--- src/cg_pkg.sv ---
`default_nettype none

package cg_pkg;

  // Default sizes for the top level parameters.
  localparam int MAX_ELEMENTS_DEF = 64;
  localparam int MAX_CHOOSE_DEF   = 16;

  // Depth of the command queue between the front and the back end.
  localparam int QUEUE_DEPTH = 2;

  // Field widths fixed by the interface.
  localparam int MODE_W   = 2;
  localparam int INDEX_W  = 6;
  localparam int VALUE_W  = 32;
  localparam int SLOT_W   = 4;
  localparam int ACTIVE_W = 7;
  localparam int CHOOSE_W = 5;

  // Input mode codes.
  localparam logic [MODE_W-1:0] MODE_LOAD    = 2'd0;
  localparam logic [MODE_W-1:0] MODE_NEXT    = 2'd1;
  localparam logic [MODE_W-1:0] MODE_RESTART = 2'd2;

  // Configuration register indexes (address bit 2).
  localparam logic REG_ACTIVE_COUNT = 1'b0;
  localparam logic REG_CHOOSE_COUNT = 1'b1;

  // Classified command carried from the front end to the back end.
  typedef enum logic [1:0] {
    OP_LOAD    = 2'd0,
    OP_NEXT    = 2'd1,
    OP_RESTART = 2'd2
  } cmd_op_t;

  typedef struct packed {
    cmd_op_t              op;
    logic [INDEX_W-1:0]   idx;
    logic [VALUE_W-1:0]   value;
  } cmd_t;

endpackage

`default_nettype wire

--- src/cg_front.sv ---
`default_nettype none

module cg_front #(
  parameter int MAX_ELEMENTS = cg_pkg::MAX_ELEMENTS_DEF
) (
  input  wire logic                          start,
  input  wire logic                          q_full,
  input  wire logic [cg_pkg::MODE_W-1:0]     in_mode,
  input  wire logic [cg_pkg::INDEX_W-1:0]    in_entry_index,
  input  wire logic [cg_pkg::VALUE_W-1:0]    in_entry_value,
  output logic                               busy,
  output logic                               q_push,
  output cg_pkg::cmd_t                       q_cmd
);

  localparam logic [31:0] MAX_E32 = 32'(MAX_ELEMENTS);

  logic accept;
  logic keep;

  // A word is taken whenever the queue has room.
  assign busy   = q_full;
  assign accept = start && !q_full;

  // Sort the word into a command; loads out of range and unused modes are dropped.
  always_comb begin
    keep        = 1'b0;
    q_cmd.op    = cg_pkg::OP_LOAD;
    q_cmd.idx   = in_entry_index;
    q_cmd.value = in_entry_value;
    unique case (in_mode)
      cg_pkg::MODE_LOAD: begin
        q_cmd.op = cg_pkg::OP_LOAD;
        keep     = (32'(in_entry_index) < MAX_E32);
      end
      cg_pkg::MODE_NEXT: begin
        q_cmd.op = cg_pkg::OP_NEXT;
        keep     = 1'b1;
      end
      cg_pkg::MODE_RESTART: begin
        q_cmd.op = cg_pkg::OP_RESTART;
        keep     = 1'b1;
      end
      default: begin
        keep = 1'b0;
      end
    endcase
  end

  assign q_push = accept && keep;

endmodule

`default_nettype wire

--- src/cg_queue.sv ---
`default_nettype none

module cg_queue (
  input  wire logic          clk,
  input  wire logic          rst_n,
  input  wire logic          push,
  input  wire cg_pkg::cmd_t  wr_cmd,
  input  wire logic          pop,
  output cg_pkg::cmd_t       rd_cmd,
  output logic               empty,
  output logic               full
);

  localparam int DEPTH = cg_pkg::QUEUE_DEPTH;
  localparam int AW    = (DEPTH > 1) ? $clog2(DEPTH) : 1;
  localparam int CW    = $clog2(DEPTH + 1);

  cg_pkg::cmd_t      slot_r [DEPTH];
  logic [AW-1:0]     wptr_r, wptr_nxt;
  logic [AW-1:0]     rptr_r, rptr_nxt;
  logic [CW-1:0]     count_r, count_nxt;
  logic              do_push;
  logic              do_pop;

  assign empty   = (count_r == CW'(0));
  assign full    = (count_r == CW'(DEPTH));
  assign do_push = push && !full;
  assign do_pop  = pop && !empty;
  assign rd_cmd  = slot_r[rptr_r];

  // Pointer and fill count update.
  always_comb begin
    wptr_nxt  = wptr_r;
    rptr_nxt  = rptr_r;
    count_nxt = count_r;
    if (do_push) begin
      wptr_nxt = (wptr_r == AW'(DEPTH - 1)) ? '0 : wptr_r + AW'(1);
    end
    if (do_pop) begin
      rptr_nxt = (rptr_r == AW'(DEPTH - 1)) ? '0 : rptr_r + AW'(1);
    end
    if (do_push && !do_pop) begin
      count_nxt = count_r + CW'(1);
    end else if (do_pop && !do_push) begin
      count_nxt = count_r - CW'(1);
    end
  end

  always_ff @(posedge clk) begin
    if (!rst_n) begin
      wptr_r  <= '0;
      rptr_r  <= '0;
      count_r <= '0;
    end else begin
      wptr_r  <= wptr_nxt;
      rptr_r  <= rptr_nxt;
      count_r <= count_nxt;
    end
  end

  // Queue storage needs no reset.
  always_ff @(posedge clk) begin
    if (do_push) begin
      slot_r[wptr_r] <= wr_cmd;
    end
  end

endmodule

`default_nettype wire

--- src/cg_back.sv ---
`default_nettype none

module cg_back #(
  parameter int MAX_ELEMENTS = cg_pkg::MAX_ELEMENTS_DEF,
  parameter int MAX_CHOOSE   = cg_pkg::MAX_CHOOSE_DEF
) (
  input  wire logic                           clk,
  input  wire logic                           rst_n,
  input  wire logic                           q_empty,
  input  wire cg_pkg::cmd_t                   q_cmd,
  output logic                                q_pop,
  input  wire logic [cg_pkg::ACTIVE_W-1:0]    active_count,
  input  wire logic [cg_pkg::CHOOSE_W-1:0]    choose_count,
  output logic                                out_strobe,
  output logic                                out_found,
  output logic [cg_pkg::SLOT_W-1:0]           out_slot,
  output logic [cg_pkg::VALUE_W-1:0]          out_element_value,
  output logic                                out_last
);

  localparam int PW = $clog2(MAX_ELEMENTS);
  localparam int KW = (MAX_CHOOSE > 1) ? $clog2(MAX_CHOOSE) : 1;
  localparam int SW = ((PW > cg_pkg::ACTIVE_W) ? PW : cg_pkg::ACTIVE_W) + 1;
  localparam logic [31:0] MAX_E32 = 32'(MAX_ELEMENTS);
  localparam logic [31:0] MAX_C32 = 32'(MAX_CHOOSE);

  typedef enum logic [2:0] {
    S_IDLE = 3'b001,
    S_SCAN = 3'b010,
    S_EMIT = 3'b100
  } state_t;

  typedef struct packed {
    logic          vld;
    logic          none;
    logic [KW-1:0] k;
    logic          last;
  } issue_t;

  state_t                         state_r, state_nxt;
  logic                           started_r, started_nxt;
  logic                           exhausted_r, exhausted_nxt;
  logic [cg_pkg::ACTIVE_W-1:0]    n_r, n_nxt;
  logic [cg_pkg::CHOOSE_W-1:0]    m_r, m_nxt;
  logic [KW-1:0]                  f_r, f_nxt;
  logic [PW-1:0]                  b_r, b_nxt;
  logic [KW-1:0]                  k_r, k_nxt;
  logic [KW-1:0]                  iss_r, iss_nxt;
  logic                           iss_vld_r, iss_vld_nxt;
  logic [KW-1:0]                  sc_i_r, sc_i_nxt;
  logic                           sc_vld_r, sc_vld_nxt;
  issue_t                         s1_r, s1_nxt;

  // Element table and chosen position store.
  logic [cg_pkg::VALUE_W-1:0]     tbl_mem [MAX_ELEMENTS];
  logic [cg_pkg::VALUE_W-1:0]     tbl_rd_r;
  logic [PW-1:0]                  tbl_raddr;
  logic                           tbl_we;
  logic [PW-1:0]                  pos_mem [MAX_CHOOSE];
  logic [MAX_CHOOSE-1:0]          pos_vld_r;
  logic [PW-1:0]                  pos_mem_rd_r;
  logic                           pos_vld_rd_r;
  logic [PW-1:0]                  pos_rd;
  logic [KW-1:0]                  pos_raddr;
  logic                           pos_we;
  logic [PW-1:0]                  pos_wdata;

  logic [cg_pkg::ACTIVE_W-1:0]    n_cap;
  logic                           m_bad;
  logic                           scan_hit;
  logic                           emit_end;
  logic                           refill;

  logic                           out_strobe_r;
  logic                           out_found_r;
  logic [cg_pkg::SLOT_W-1:0]      out_slot_r;
  logic                           out_last_r;

  // Effective counts for a new request.
  always_comb begin
    n_cap = (32'(active_count) > MAX_E32) ? MAX_E32[cg_pkg::ACTIVE_W-1:0] : active_count;
    m_bad = (choose_count == '0) || (32'(choose_count) > MAX_C32) ||
            (n_cap < cg_pkg::ACTIVE_W'(choose_count));
  end

  // A checked position may still advance while pos + m < n + i.
  assign pos_rd   = pos_vld_rd_r ? pos_mem_rd_r : '0;
  assign scan_hit = (SW'(pos_rd) + SW'(m_r)) < (SW'(n_r) + SW'(sc_i_r));
  assign emit_end = (8'(k_r) == (8'(m_r) - 8'd1));

  // Sequencer: takes commands from the queue and walks scan and emit passes.
  always_comb begin
    state_nxt     = state_r;
    started_nxt   = started_r;
    exhausted_nxt = exhausted_r;
    n_nxt         = n_r;
    m_nxt         = m_r;
    f_nxt         = f_r;
    b_nxt         = b_r;
    k_nxt         = k_r;
    iss_nxt       = iss_r;
    iss_vld_nxt   = iss_vld_r;
    sc_i_nxt      = sc_i_r;
    sc_vld_nxt    = 1'b0;
    s1_nxt        = '0;
    q_pop         = 1'b0;
    tbl_we        = 1'b0;
    pos_raddr     = k_r;
    unique case (state_r)
      S_IDLE: begin
        if (!q_empty) begin
          q_pop = 1'b1;
          unique case (q_cmd.op)
            cg_pkg::OP_LOAD: begin
              tbl_we = 1'b1;
            end
            cg_pkg::OP_RESTART: begin
              started_nxt   = 1'b0;
              exhausted_nxt = 1'b0;
            end
            cg_pkg::OP_NEXT: begin
              n_nxt = n_cap;
              m_nxt = choose_count;
              if (exhausted_r || m_bad) begin
                exhausted_nxt = 1'b1;
                s1_nxt.vld    = 1'b1;
                s1_nxt.none   = 1'b1;
                s1_nxt.last   = 1'b1;
              end else if (!started_r) begin
                // First subset: positions 0 .. m-1.
                started_nxt = 1'b1;
                f_nxt       = '0;
                b_nxt       = '0;
                k_nxt       = '0;
                state_nxt   = S_EMIT;
              end else begin
                iss_nxt     = KW'(choose_count - cg_pkg::CHOOSE_W'(1));
                iss_vld_nxt = 1'b1;
                state_nxt   = S_SCAN;
              end
            end
            default: begin
              q_pop = 1'b1;
            end
          endcase
        end
      end
      S_SCAN: begin
        // Issue reads right to left, one position a cycle.
        pos_raddr = iss_r;
        if (iss_vld_r) begin
          sc_vld_nxt = 1'b1;
          sc_i_nxt   = iss_r;
          if (iss_r == '0) begin
            iss_vld_nxt = 1'b0;
          end else begin
            iss_nxt = iss_r - KW'(1);
          end
        end
        // Check the position read in the previous cycle.
        if (sc_vld_r) begin
          if (scan_hit) begin
            f_nxt       = sc_i_r;
            b_nxt       = pos_rd + PW'(1);
            k_nxt       = '0;
            sc_vld_nxt  = 1'b0;
            iss_vld_nxt = 1'b0;
            state_nxt   = S_EMIT;
          end else if (sc_i_r == '0) begin
            exhausted_nxt = 1'b1;
            s1_nxt.vld    = 1'b1;
            s1_nxt.none   = 1'b1;
            s1_nxt.last   = 1'b1;
            sc_vld_nxt    = 1'b0;
            iss_vld_nxt   = 1'b0;
            state_nxt     = S_IDLE;
          end
        end
      end
      S_EMIT: begin
        // One chosen element enters the read pipeline each cycle.
        pos_raddr   = k_r;
        s1_nxt.vld  = 1'b1;
        s1_nxt.k    = k_r;
        s1_nxt.last = emit_end;
        if (emit_end) begin
          state_nxt = S_IDLE;
        end else begin
          k_nxt = k_r + KW'(1);
        end
      end
      default: begin
        state_nxt = S_IDLE;
      end
    endcase
  end

  // Second stage: positions from the advance point on are refilled consecutively.
  always_comb begin
    refill    = (8'(s1_r.k) >= 8'(f_r));
    pos_wdata = b_r + PW'(s1_r.k - f_r);
    pos_we    = s1_r.vld && !s1_r.none && refill;
    tbl_raddr = refill ? pos_wdata : pos_rd;
  end

  always_ff @(posedge clk) begin
    if (!rst_n) begin
      state_r      <= S_IDLE;
      started_r    <= 1'b0;
      exhausted_r  <= 1'b0;
      iss_vld_r    <= 1'b0;
      sc_vld_r     <= 1'b0;
      s1_r         <= '0;
      pos_vld_r    <= '0;
      out_strobe_r <= 1'b0;
    end else begin
      state_r      <= state_nxt;
      started_r    <= started_nxt;
      exhausted_r  <= exhausted_nxt;
      iss_vld_r    <= iss_vld_nxt;
      sc_vld_r     <= sc_vld_nxt;
      s1_r         <= s1_nxt;
      out_strobe_r <= s1_r.vld;
      if (pos_we) begin
        pos_vld_r[s1_r.k] <= 1'b1;
      end
    end
  end

  // Datapath registers without reset.
  always_ff @(posedge clk) begin
    n_r          <= n_nxt;
    m_r          <= m_nxt;
    f_r          <= f_nxt;
    b_r          <= b_nxt;
    k_r          <= k_nxt;
    iss_r        <= iss_nxt;
    sc_i_r       <= sc_i_nxt;
    out_found_r  <= !s1_r.none;
    out_slot_r   <= s1_r.none ? '0 : cg_pkg::SLOT_W'(s1_r.k);
    out_last_r   <= s1_r.last;
  end

  // Position store: one write and one registered read per cycle.
  always_ff @(posedge clk) begin
    if (pos_we) begin
      pos_mem[s1_r.k] <= pos_wdata;
    end
    pos_mem_rd_r <= pos_mem[pos_raddr];
    pos_vld_rd_r <= pos_vld_r[pos_raddr];
  end

  // Element table: one write and one registered read per cycle.
  always_ff @(posedge clk) begin
    if (tbl_we) begin
      tbl_mem[PW'(q_cmd.idx)] <= q_cmd.value;
    end
    tbl_rd_r <= tbl_mem[tbl_raddr];
  end

  assign out_strobe        = out_strobe_r;
  assign out_found         = out_found_r;
  assign out_slot          = out_slot_r;
  assign out_last          = out_last_r;
  assign out_element_value = out_found_r ? tbl_rd_r : '0;

endmodule

`default_nettype wire

--- src/combination_generator.sv ---
// Channel     | Signals                                              | Handshake
// ------------+------------------------------------------------------+--------------------------
// input       | in_mode, in_entry_index, in_entry_value              | start high, busy low
// result      | out_found, out_slot, out_element_value, out_last     | out_strobe, one cycle
// config      | psel, penable, pwrite, paddr, pwdata, prdata, pready | APB write, pready high
//
// A load or restart word is handled by the back end in its idle state; words queue two deep behind it.
// A next request is decoded, then (except for the first subset) scans the position store
// (one read port) right to left, then emits m words, each through s1 and the output registers.
// A request refused at decode, or one that runs out of subsets in the scan, gives its
// single result through the s1 register and then the output registers.
// Reset is synchronous; the element table holds nothing defined until loaded.
// The receiver cannot stall: each result is shown for exactly one cycle.
`default_nettype none

module combination_generator #(
  parameter int MAX_ELEMENTS = cg_pkg::MAX_ELEMENTS_DEF,
  parameter int MAX_CHOOSE   = cg_pkg::MAX_CHOOSE_DEF
) (
  input  wire logic                          clk,
  input  wire logic                          rst_n,
  input  wire logic                          start,
  output logic                               busy,
  input  wire logic [cg_pkg::MODE_W-1:0]     in_mode,
  input  wire logic [cg_pkg::INDEX_W-1:0]    in_entry_index,
  input  wire logic [cg_pkg::VALUE_W-1:0]    in_entry_value,
  output logic                               out_strobe,
  output logic                               out_found,
  output logic [cg_pkg::SLOT_W-1:0]          out_slot,
  output logic [cg_pkg::VALUE_W-1:0]         out_element_value,
  output logic                               out_last,
  input  wire logic                          psel,
  input  wire logic                          penable,
  input  wire logic                          pwrite,
  input  wire logic [2:0]                    paddr,
  input  wire logic [31:0]                   pwdata,
  output logic [31:0]                        prdata,
  output logic                               pready
);

  logic [cg_pkg::ACTIVE_W-1:0] active_count_r;
  logic [cg_pkg::CHOOSE_W-1:0] choose_count_r;
  logic                        cfg_we;
  logic                        q_full;
  logic                        q_empty;
  logic                        q_push;
  logic                        q_pop;
  cg_pkg::cmd_t                q_wcmd;
  cg_pkg::cmd_t                q_rcmd;

  // Configuration registers.
  assign pready = 1'b1;
  assign cfg_we = psel && penable && pwrite && pready;

  always_ff @(posedge clk) begin
    if (!rst_n) begin
      active_count_r <= '0;
      choose_count_r <= cg_pkg::CHOOSE_W'(1);
    end else if (cfg_we) begin
      unique case (paddr[2])
        cg_pkg::REG_ACTIVE_COUNT: active_count_r <= pwdata[cg_pkg::ACTIVE_W-1:0];
        cg_pkg::REG_CHOOSE_COUNT: choose_count_r <= pwdata[cg_pkg::CHOOSE_W-1:0];
        default: ;
      endcase
    end
  end

  // Register read back.
  always_comb begin
    unique case (paddr[2])
      cg_pkg::REG_ACTIVE_COUNT: prdata = 32'(active_count_r);
      cg_pkg::REG_CHOOSE_COUNT: prdata = 32'(choose_count_r);
      default:                  prdata = '0;
    endcase
  end

  cg_front #(
    .MAX_ELEMENTS (MAX_ELEMENTS)
  ) u_front (
    .start          (start),
    .q_full         (q_full),
    .in_mode        (in_mode),
    .in_entry_index (in_entry_index),
    .in_entry_value (in_entry_value),
    .busy           (busy),
    .q_push         (q_push),
    .q_cmd          (q_wcmd)
  );

  cg_queue u_queue (
    .clk    (clk),
    .rst_n  (rst_n),
    .push   (q_push),
    .wr_cmd (q_wcmd),
    .pop    (q_pop),
    .rd_cmd (q_rcmd),
    .empty  (q_empty),
    .full   (q_full)
  );

  cg_back #(
    .MAX_ELEMENTS (MAX_ELEMENTS),
    .MAX_CHOOSE   (MAX_CHOOSE)
  ) u_back (
    .clk               (clk),
    .rst_n             (rst_n),
    .q_empty           (q_empty),
    .q_cmd             (q_rcmd),
    .q_pop             (q_pop),
    .active_count      (active_count_r),
    .choose_count      (choose_count_r),
    .out_strobe        (out_strobe),
    .out_found         (out_found),
    .out_slot          (out_slot),
    .out_element_value (out_element_value),
    .out_last          (out_last)
  );

endmodule

`default_nettype wire

--- config.mk ---
export PLATFORM = sky130hd
export DESIGN_NAME = combination_generator
export DESIGN_NICKNAME = d
export VERILOG_FILES = /design/src/cg_pkg.sv /design/src/cg_front.sv /design/src/cg_queue.sv /design/src/cg_back.sv /design/src/combination_generator.sv
export SDC_FILE = /design/constraint.sdc
export NUM_CORES = 2
export LEC_CHECK = 0
export ABC_CLOCK_PERIOD_IN_PS = 11300
export BUFFER_PORTS_ARGS = -buffer_cell sky130_fd_sc_hd__buf_2
export CAP_MARGIN = 10
export CORE_ASPECT_RATIO = 1.5
export CORE_UTILIZATION = 49
export CTS_CLUSTER_DIAMETER = 100
export CTS_CLUSTER_SIZE = 24
export DETAILED_ROUTE_END_ITERATION = 12
export MAX_ROUTING_LAYER = met4
export PLACE_DENSITY = 0.75
export SLEW_MARGIN = 20
export SYNTH_ARGS = -nofsm -noshare
export SYNTH_HDL_FRONTEND = slang
export SYNTH_SLANG_ARGS = --single-unit
--- constraint.sdc ---
create_clock -name clk -period 11.3 [get_ports clk]
set_input_delay 0.565 -clock clk [delete_from_list [all_inputs] [get_ports clk]]
set_output_delay 0.565 -clock clk [all_outputs]
set_load 0.02 [all_outputs]
==> out/qor_table.md <==
| Stage | Metric | This run |
| --- | --- | --- |
| routing | Wirelength, routed | 277 mm |
| floorplanning | Placeable Area | 192000 sq um |
| routing | Routed length per instance | 30.4 um |
| grt | Congestion Overflow GR | 0 |
| flow run | Reported max-cap violation count | 0 |
| grt | Wire length of the first global-routing pass | 397 mm |
| routing | Final ANT Viol Nets | 0 |
| pwr | Portion of total power attributed to combinational logic | 42.1% |
| pwr | Power share of the clock group | 17.1% |
| placement | RePlAce Congestion | 0.866 |
| critical path | Path type of the worst setup path | register to register |
| routing | Routed vias | 61.7k |
| pwr | Share of power burned in registers | 40.9% |
| sta | Worst slew margin relative to its limit | 11.6% |
| sta | Worst clock skew | 62.2 ps |
| sta | Pins Over Slew Limit | 0 |
| floorplanning | Die X | 361 um |
| logic synthesis | Number of synthesized flops with an enable pin | 2258 |
| status | Status | finished clean |
| sta | Tightest Pin Transition | 1330 ps |
| placement | IO buf count | 100 |
| pwr | Power Total | 0.0263 W |
| sta | Final count of hold timing violations | 0 |
| cells and area | Fraction of final layout cells sized beyond drive strength 1 | 8.09% |
| pwr | Power density over cell area | 260 nW/um^2 |
| grt | Largest net degree at the start of global routing | 220 |
| critical path | Critical path's slowest cell | sky130_fd_sc_hd__and2_4 |
| cells and area | Fin nets | 6627 |
| grt | Global router's overall resource usage | 28.6% |
| logic synthesis | Number of instances in the synthesized netlist | 6682 |
| routing | Per-cell via count in the routed design | 6.78 |
| pwr | Net switching share of the total power | 41.6% |
| logic synthesis | Share of flip-flops with an asynchronous set or reset after synthesis | 0% |
| floorplanning | Die Area | 195000 sq um |
| critical path | Required time of the worst setup path | 12050 ps |
| clocking | TritonCTS clock tree | done |
| sta | Final period utilization | 53.9% |
| logic synthesis | Mean instance size in the synthesized netlist | 14.1 sq um |
| cells and area | Filler Cell Count | 15.1k |
| critical path | Crit path arrival time | 6850 ps |
| logic synthesis | Primary flip-flop cell chosen by synthesis mapping | sky130_fd_sc_hd__edfxtp_1 |
| grt | Initial antenna violation count | 22 |
| critical path | Largest driver fanout on the critical path | 78 |
| clocking | Number of levels in the clock H-tree | 3 |
| floorplanning | Die Height | 540 um |
| critical path | Startpoint type of the worst setup path | register |
| placement | Post-detail-place hpwl | 149 mm |
| logic synthesis | Count of synthesis-stage warnings from yosys | 0 |
| grt | Via count of the first global-routing pass | 59.1k |
| critical path | Count of buffering cells on the critical path with inverters included | 6 |
| clocking | Post-CTS Setup Bufs | 0 |
| clocking | Total number of clock tree sinks | 2351 |
| cells and area | Final cell utilization of the core | 52.8% |
| cells and area | Final cell count without fillers | 9107 |
| cells and area | Area added between synthesis and finish | 7.20% |
| critical path | Cell seen most often among critical-path stages | sky130_fd_sc_hd__inv_1 |
| floorplanning | Initial cell density of the core | 49.3% |
| pwr | Int Power | 0.0154 W |
| grt | Gr busiest metal | met2 |
| clocking | Clock buffer depth | 3 |
| cells and area | Multi-input gate area | 23100 sq um |
| pwr | Switching power summed over all nets | 0.0109 W |
| grt | Met1 routing resource usage after global routing | 34.8% |
| pwr | Maximum vdd drop | 0.000340 V |
| clocking | Number of gates resized after cts | 0 |
| hold path | Worst min path class | input pin to register |
| clocking | Clock-pin slew on the worst setup and hold paths | 100 ps |
| sta | Time the worst path needs with I/O delays and setup | 6090 ps |
| cells and area | Flip-flop and latch area | 69700 sq um |
| grt | Met2 Track Usage GR | 44.5% |
| logic synthesis | Unique masters post-synth | 71 |
| routing | First-pass iteration count of the detailed router | 6 |
| critical path | Capturing element type of the critical path | register |
| placement | Number of cells in the design after placement | 8844 |
| logic synthesis | Proportion of synthesized chip area in sequential cells | 73.7% |
| sta | Post-Route Setup TNS | 0 ps |
| logic synthesis | Netlist area before placement | 94500 sq um |
| sta | Final setup violation count | 0 |
| pwr | Leakage | 32.1 nW |
| floorplanning | Num rows | 197 |
| critical path | Top delay family on crit path | buffers and inverters |
| sta | Unrepaired setup endpoints after global routing | no |
| clocking | Clk Latency, worst-skew pair | 820 ps |
| floorplanning | Number of top-level design ports | 154 |
| sta | Highest clock rate | 164 MHz |
| routing | Number of violations reported at the end of detailed-routing iteration 0 | 10.7k |
| clocking | Root Buffer | sky130_fd_sc_hd__clkbuf_16 |
| logic synthesis | Yosys reg bits | 2351 |
| grt | Met3 layer usage reported by global route | 4.63% |
| critical path | Critical path cell sequence | inv_1, ha_1, inv_1, fa_1, inv_1, fa_1, inv_1, o21ai_4, buf_4, and2_4, buf_4, nand2_1, a311o_1, nand4_1, and4_1 |
| routing | Drt drc | 0 |
| critical path | Biggest cell delay along the critical path | 910 ps |
| clocking | Total CTS buffers | 108 |
## layout by cell type (no fill, tap or decap), types with 8 or more instances in the layout
| cell type | instances |
|---|---|
| sky130_fd_sc_hd__inv_1 | 30 |
| sky130_fd_sc_hd__edfxtp_1 | 2258 |
| sky130_fd_sc_hd__dfxtp_1 | 92 |
| sky130_fd_sc_hd__buf_2 | 100 |
| sky130_fd_sc_hd__mux2_4 | 17 |
| sky130_fd_sc_hd__ha_1 | 32 |
| sky130_fd_sc_hd__a211oi_1 | 264 |
| sky130_fd_sc_hd__nor2_4 | 66 |
| sky130_fd_sc_hd__o21a_1 | 15 |
| sky130_fd_sc_hd__and4_1 | 32 |
| sky130_fd_sc_hd__clkbuf_16 | 109 |
| sky130_fd_sc_hd__dlygate4sd3_1 | 44 |
| sky130_fd_sc_hd__buf_12 | 9 |
| sky130_fd_sc_hd__nand3_1 | 903 |
| sky130_fd_sc_hd__nor3_1 | 10 |
| sky130_fd_sc_hd__xnor2_1 | 24 |
| sky130_fd_sc_hd__conb_1 | 26 |
| sky130_fd_sc_hd__diode_2 | 16 |
| sky130_fd_sc_hd__a21o_1 | 8 |
| sky130_fd_sc_hd__nor2b_1 | 24 |
| sky130_fd_sc_hd__xor2_1 | 12 |
| sky130_fd_sc_hd__and2_1 | 51 |
| sky130_fd_sc_hd__and3_1 | 264 |
| sky130_fd_sc_hd__a21oi_1 | 33 |
| sky130_fd_sc_hd__mux2_2 | 23 |
| sky130_fd_sc_hd__a311o_1 | 256 |
| sky130_fd_sc_hd__mux4_2 | 28 |
| sky130_fd_sc_hd__nand2_1 | 549 |
| sky130_fd_sc_hd__o21ai_0 | 528 |
| sky130_fd_sc_hd__buf_4 | 137 |
| sky130_fd_sc_hd__nor2_1 | 71 |
| sky130_fd_sc_hd__mux2i_1 | 27 |
| sky130_fd_sc_hd__nand4_1 | 261 |
| sky130_fd_sc_hd__a31oi_1 | 129 |
| sky130_fd_sc_hd__clkbuf_1 | 85 |
## what timing repair did
item                                    4_1_cts  5_1_grt
hold buffers                                 44        0
endpoints found under the hold margin        81        0
endpoints found under the setup margin        0        0
## sequential cells by signal, summed over array words and instances (netlist names), 6 cells and up, named ones only
name / flops
u_back.pos_mem_rd_r: 6
u_back.b_r: 6
u_back.tbl_mem: 2048
u_back.tbl_rd_r: 32
u_back.pos_mem: 96
u_back.s1_r: 7
u_back.n_r: 7
active_count_r: 7
u_queue.slot_r: 80
u_back.pos_vld_r: 16
## worst register-to-register path, stage by stage, from the launching register on
cell and delay [ps]:
sky130_fd_sc_hd__dfxtp_1 340, sky130_fd_sc_hd__inv_1 160, sky130_fd_sc_hd__ha_1 240, sky130_fd_sc_hd__inv_1 70, sky130_fd_sc_hd__fa_1 510, sky130_fd_sc_hd__inv_1 60, sky130_fd_sc_hd__fa_1 630, sky130_fd_sc_hd__inv_1 380
sky130_fd_sc_hd__o21ai_4 150, sky130_fd_sc_hd__buf_4 650, sky130_fd_sc_hd__and2_4 930, sky130_fd_sc_hd__buf_4 900, sky130_fd_sc_hd__nand2_1 230, sky130_fd_sc_hd__a311o_1 400, sky130_fd_sc_hd__nand4_1 210, sky130_fd_sc_hd__and4_1 220
## per-stage QoR
step           area (sq um)  setup slack [ps]  hold slack, ps
2_1_floorplan         94600              6540             310
3_3_place_gp          97600              5340             316
3_5_place_dp          97600              5300             316
4_1_cts              101000              5270            64.4
5_1_grt              101000              4980            67.6
6_report             101000              5210            81.2
## cell type report
class,count,share of cell area [%]
Tap cell,2487,3.07
Clock buffer,194,3.01
Antenna cell,16,0.0395
Timing Repair Buffer,290,2.12
Clock inverter,9,0.132
Multi-Input combinational cell,3730,22.8
Sequential cell,2351,68.7
Inverter,30,0.111
## routing by layer
metal | part of all wire [%] | wire [um] | up-vias
met1 | 34 | 93200 | 30600
met3 | 12 | 32700 | 870
met5 | 0 | 0 | -
met4 | 7.0 | 19300 | 0
met2 | 48 | 132000 | 4522
li1 | - | - | 25700
## worst paths after layout
path	slack (ps)	to	start	cells after the start
min	80	u_queue.slot_r[1][7]$_DFFE_PP_	in_entry_value[7]	1
max reg2reg	5210	u_back.tbl_rd_r[29]$_DFF_P_	u_back.s1_r[1]$_SDFF_PN0_	15
min reg2reg	340	u_back.out_last$_DFF_P_	u_back.s1_r[0]$_SDFF_PN0_	0
max	5210	u_back.tbl_rd_r[29]$_DFF_P_	u_back.s1_r[1]$_SDFF_PN0_	15
## Yosys cell counts, types with 25 or more instances
cell	n	share of area, %
sky130_fd_sc_hd__a211oi_1	264	2.1
sky130_fd_sc_hd__a21oi_1	35	0.19
sky130_fd_sc_hd__a311o_1	256	2.7
sky130_fd_sc_hd__a31oi_1	129	0.85
sky130_fd_sc_hd__and2_1	55	0.36
sky130_fd_sc_hd__and3_1	265	1.8
sky130_fd_sc_hd__and4_1	32	0.30
sky130_fd_sc_hd__buf_1	42	0.17
sky130_fd_sc_hd__buf_2	112	0.59
sky130_fd_sc_hd__buf_4	32	0.25
sky130_fd_sc_hd__clkbuf_1	409	1.6
sky130_fd_sc_hd__dfxtp_1	93	2.0
sky130_fd_sc_hd__edfxtp_1	2258	72
sky130_fd_sc_hd__ha_1	32	0.42
sky130_fd_sc_hd__inv_1	30	0.12
sky130_fd_sc_hd__mux2_2	41	0.49
sky130_fd_sc_hd__mux2i_1	27	0.29
sky130_fd_sc_hd__mux4_2	28	0.67
sky130_fd_sc_hd__nand2_1	550	2.2
sky130_fd_sc_hd__nand3_1	903	4.8
sky130_fd_sc_hd__nand4_1	261	1.7
sky130_fd_sc_hd__nor2_1	135	0.54
sky130_fd_sc_hd__nor2b_1	25	0.17
sky130_fd_sc_hd__o21ai_0	528	2.8
sky130_fd_sc_hd__xnor2_1	25	0.23
## cells by family after synthesis
group	share of synthesized area, %
muxes	1.44
other	0.00794
and+or+nand+nor	12.1
DFF	73.7
AOI/OAI and AO/OA	9.15
xor gates and xnor gates	0.343
adders and majority gates	0.498
buffers and inverters	2.76
## power groups by stage
stage | clock network [W] | registers (W) | logic (W)
2_1_floorplan | 0 | 0.0108 | 0.00692
3_3_place_gp | 0 | 0.0110 | 0.0105
3_5_place_dp | 0 | 0.0110 | 0.0108
4_1_cts | 0.00449 | 0.0108 | 0.0109
5_1_grt | 0.00476 | 0.0108 | 0.0117
6_report | 0.00449 | 0.0108 | 0.0111
Note: power is estimated with default switching activity, not from simulation.
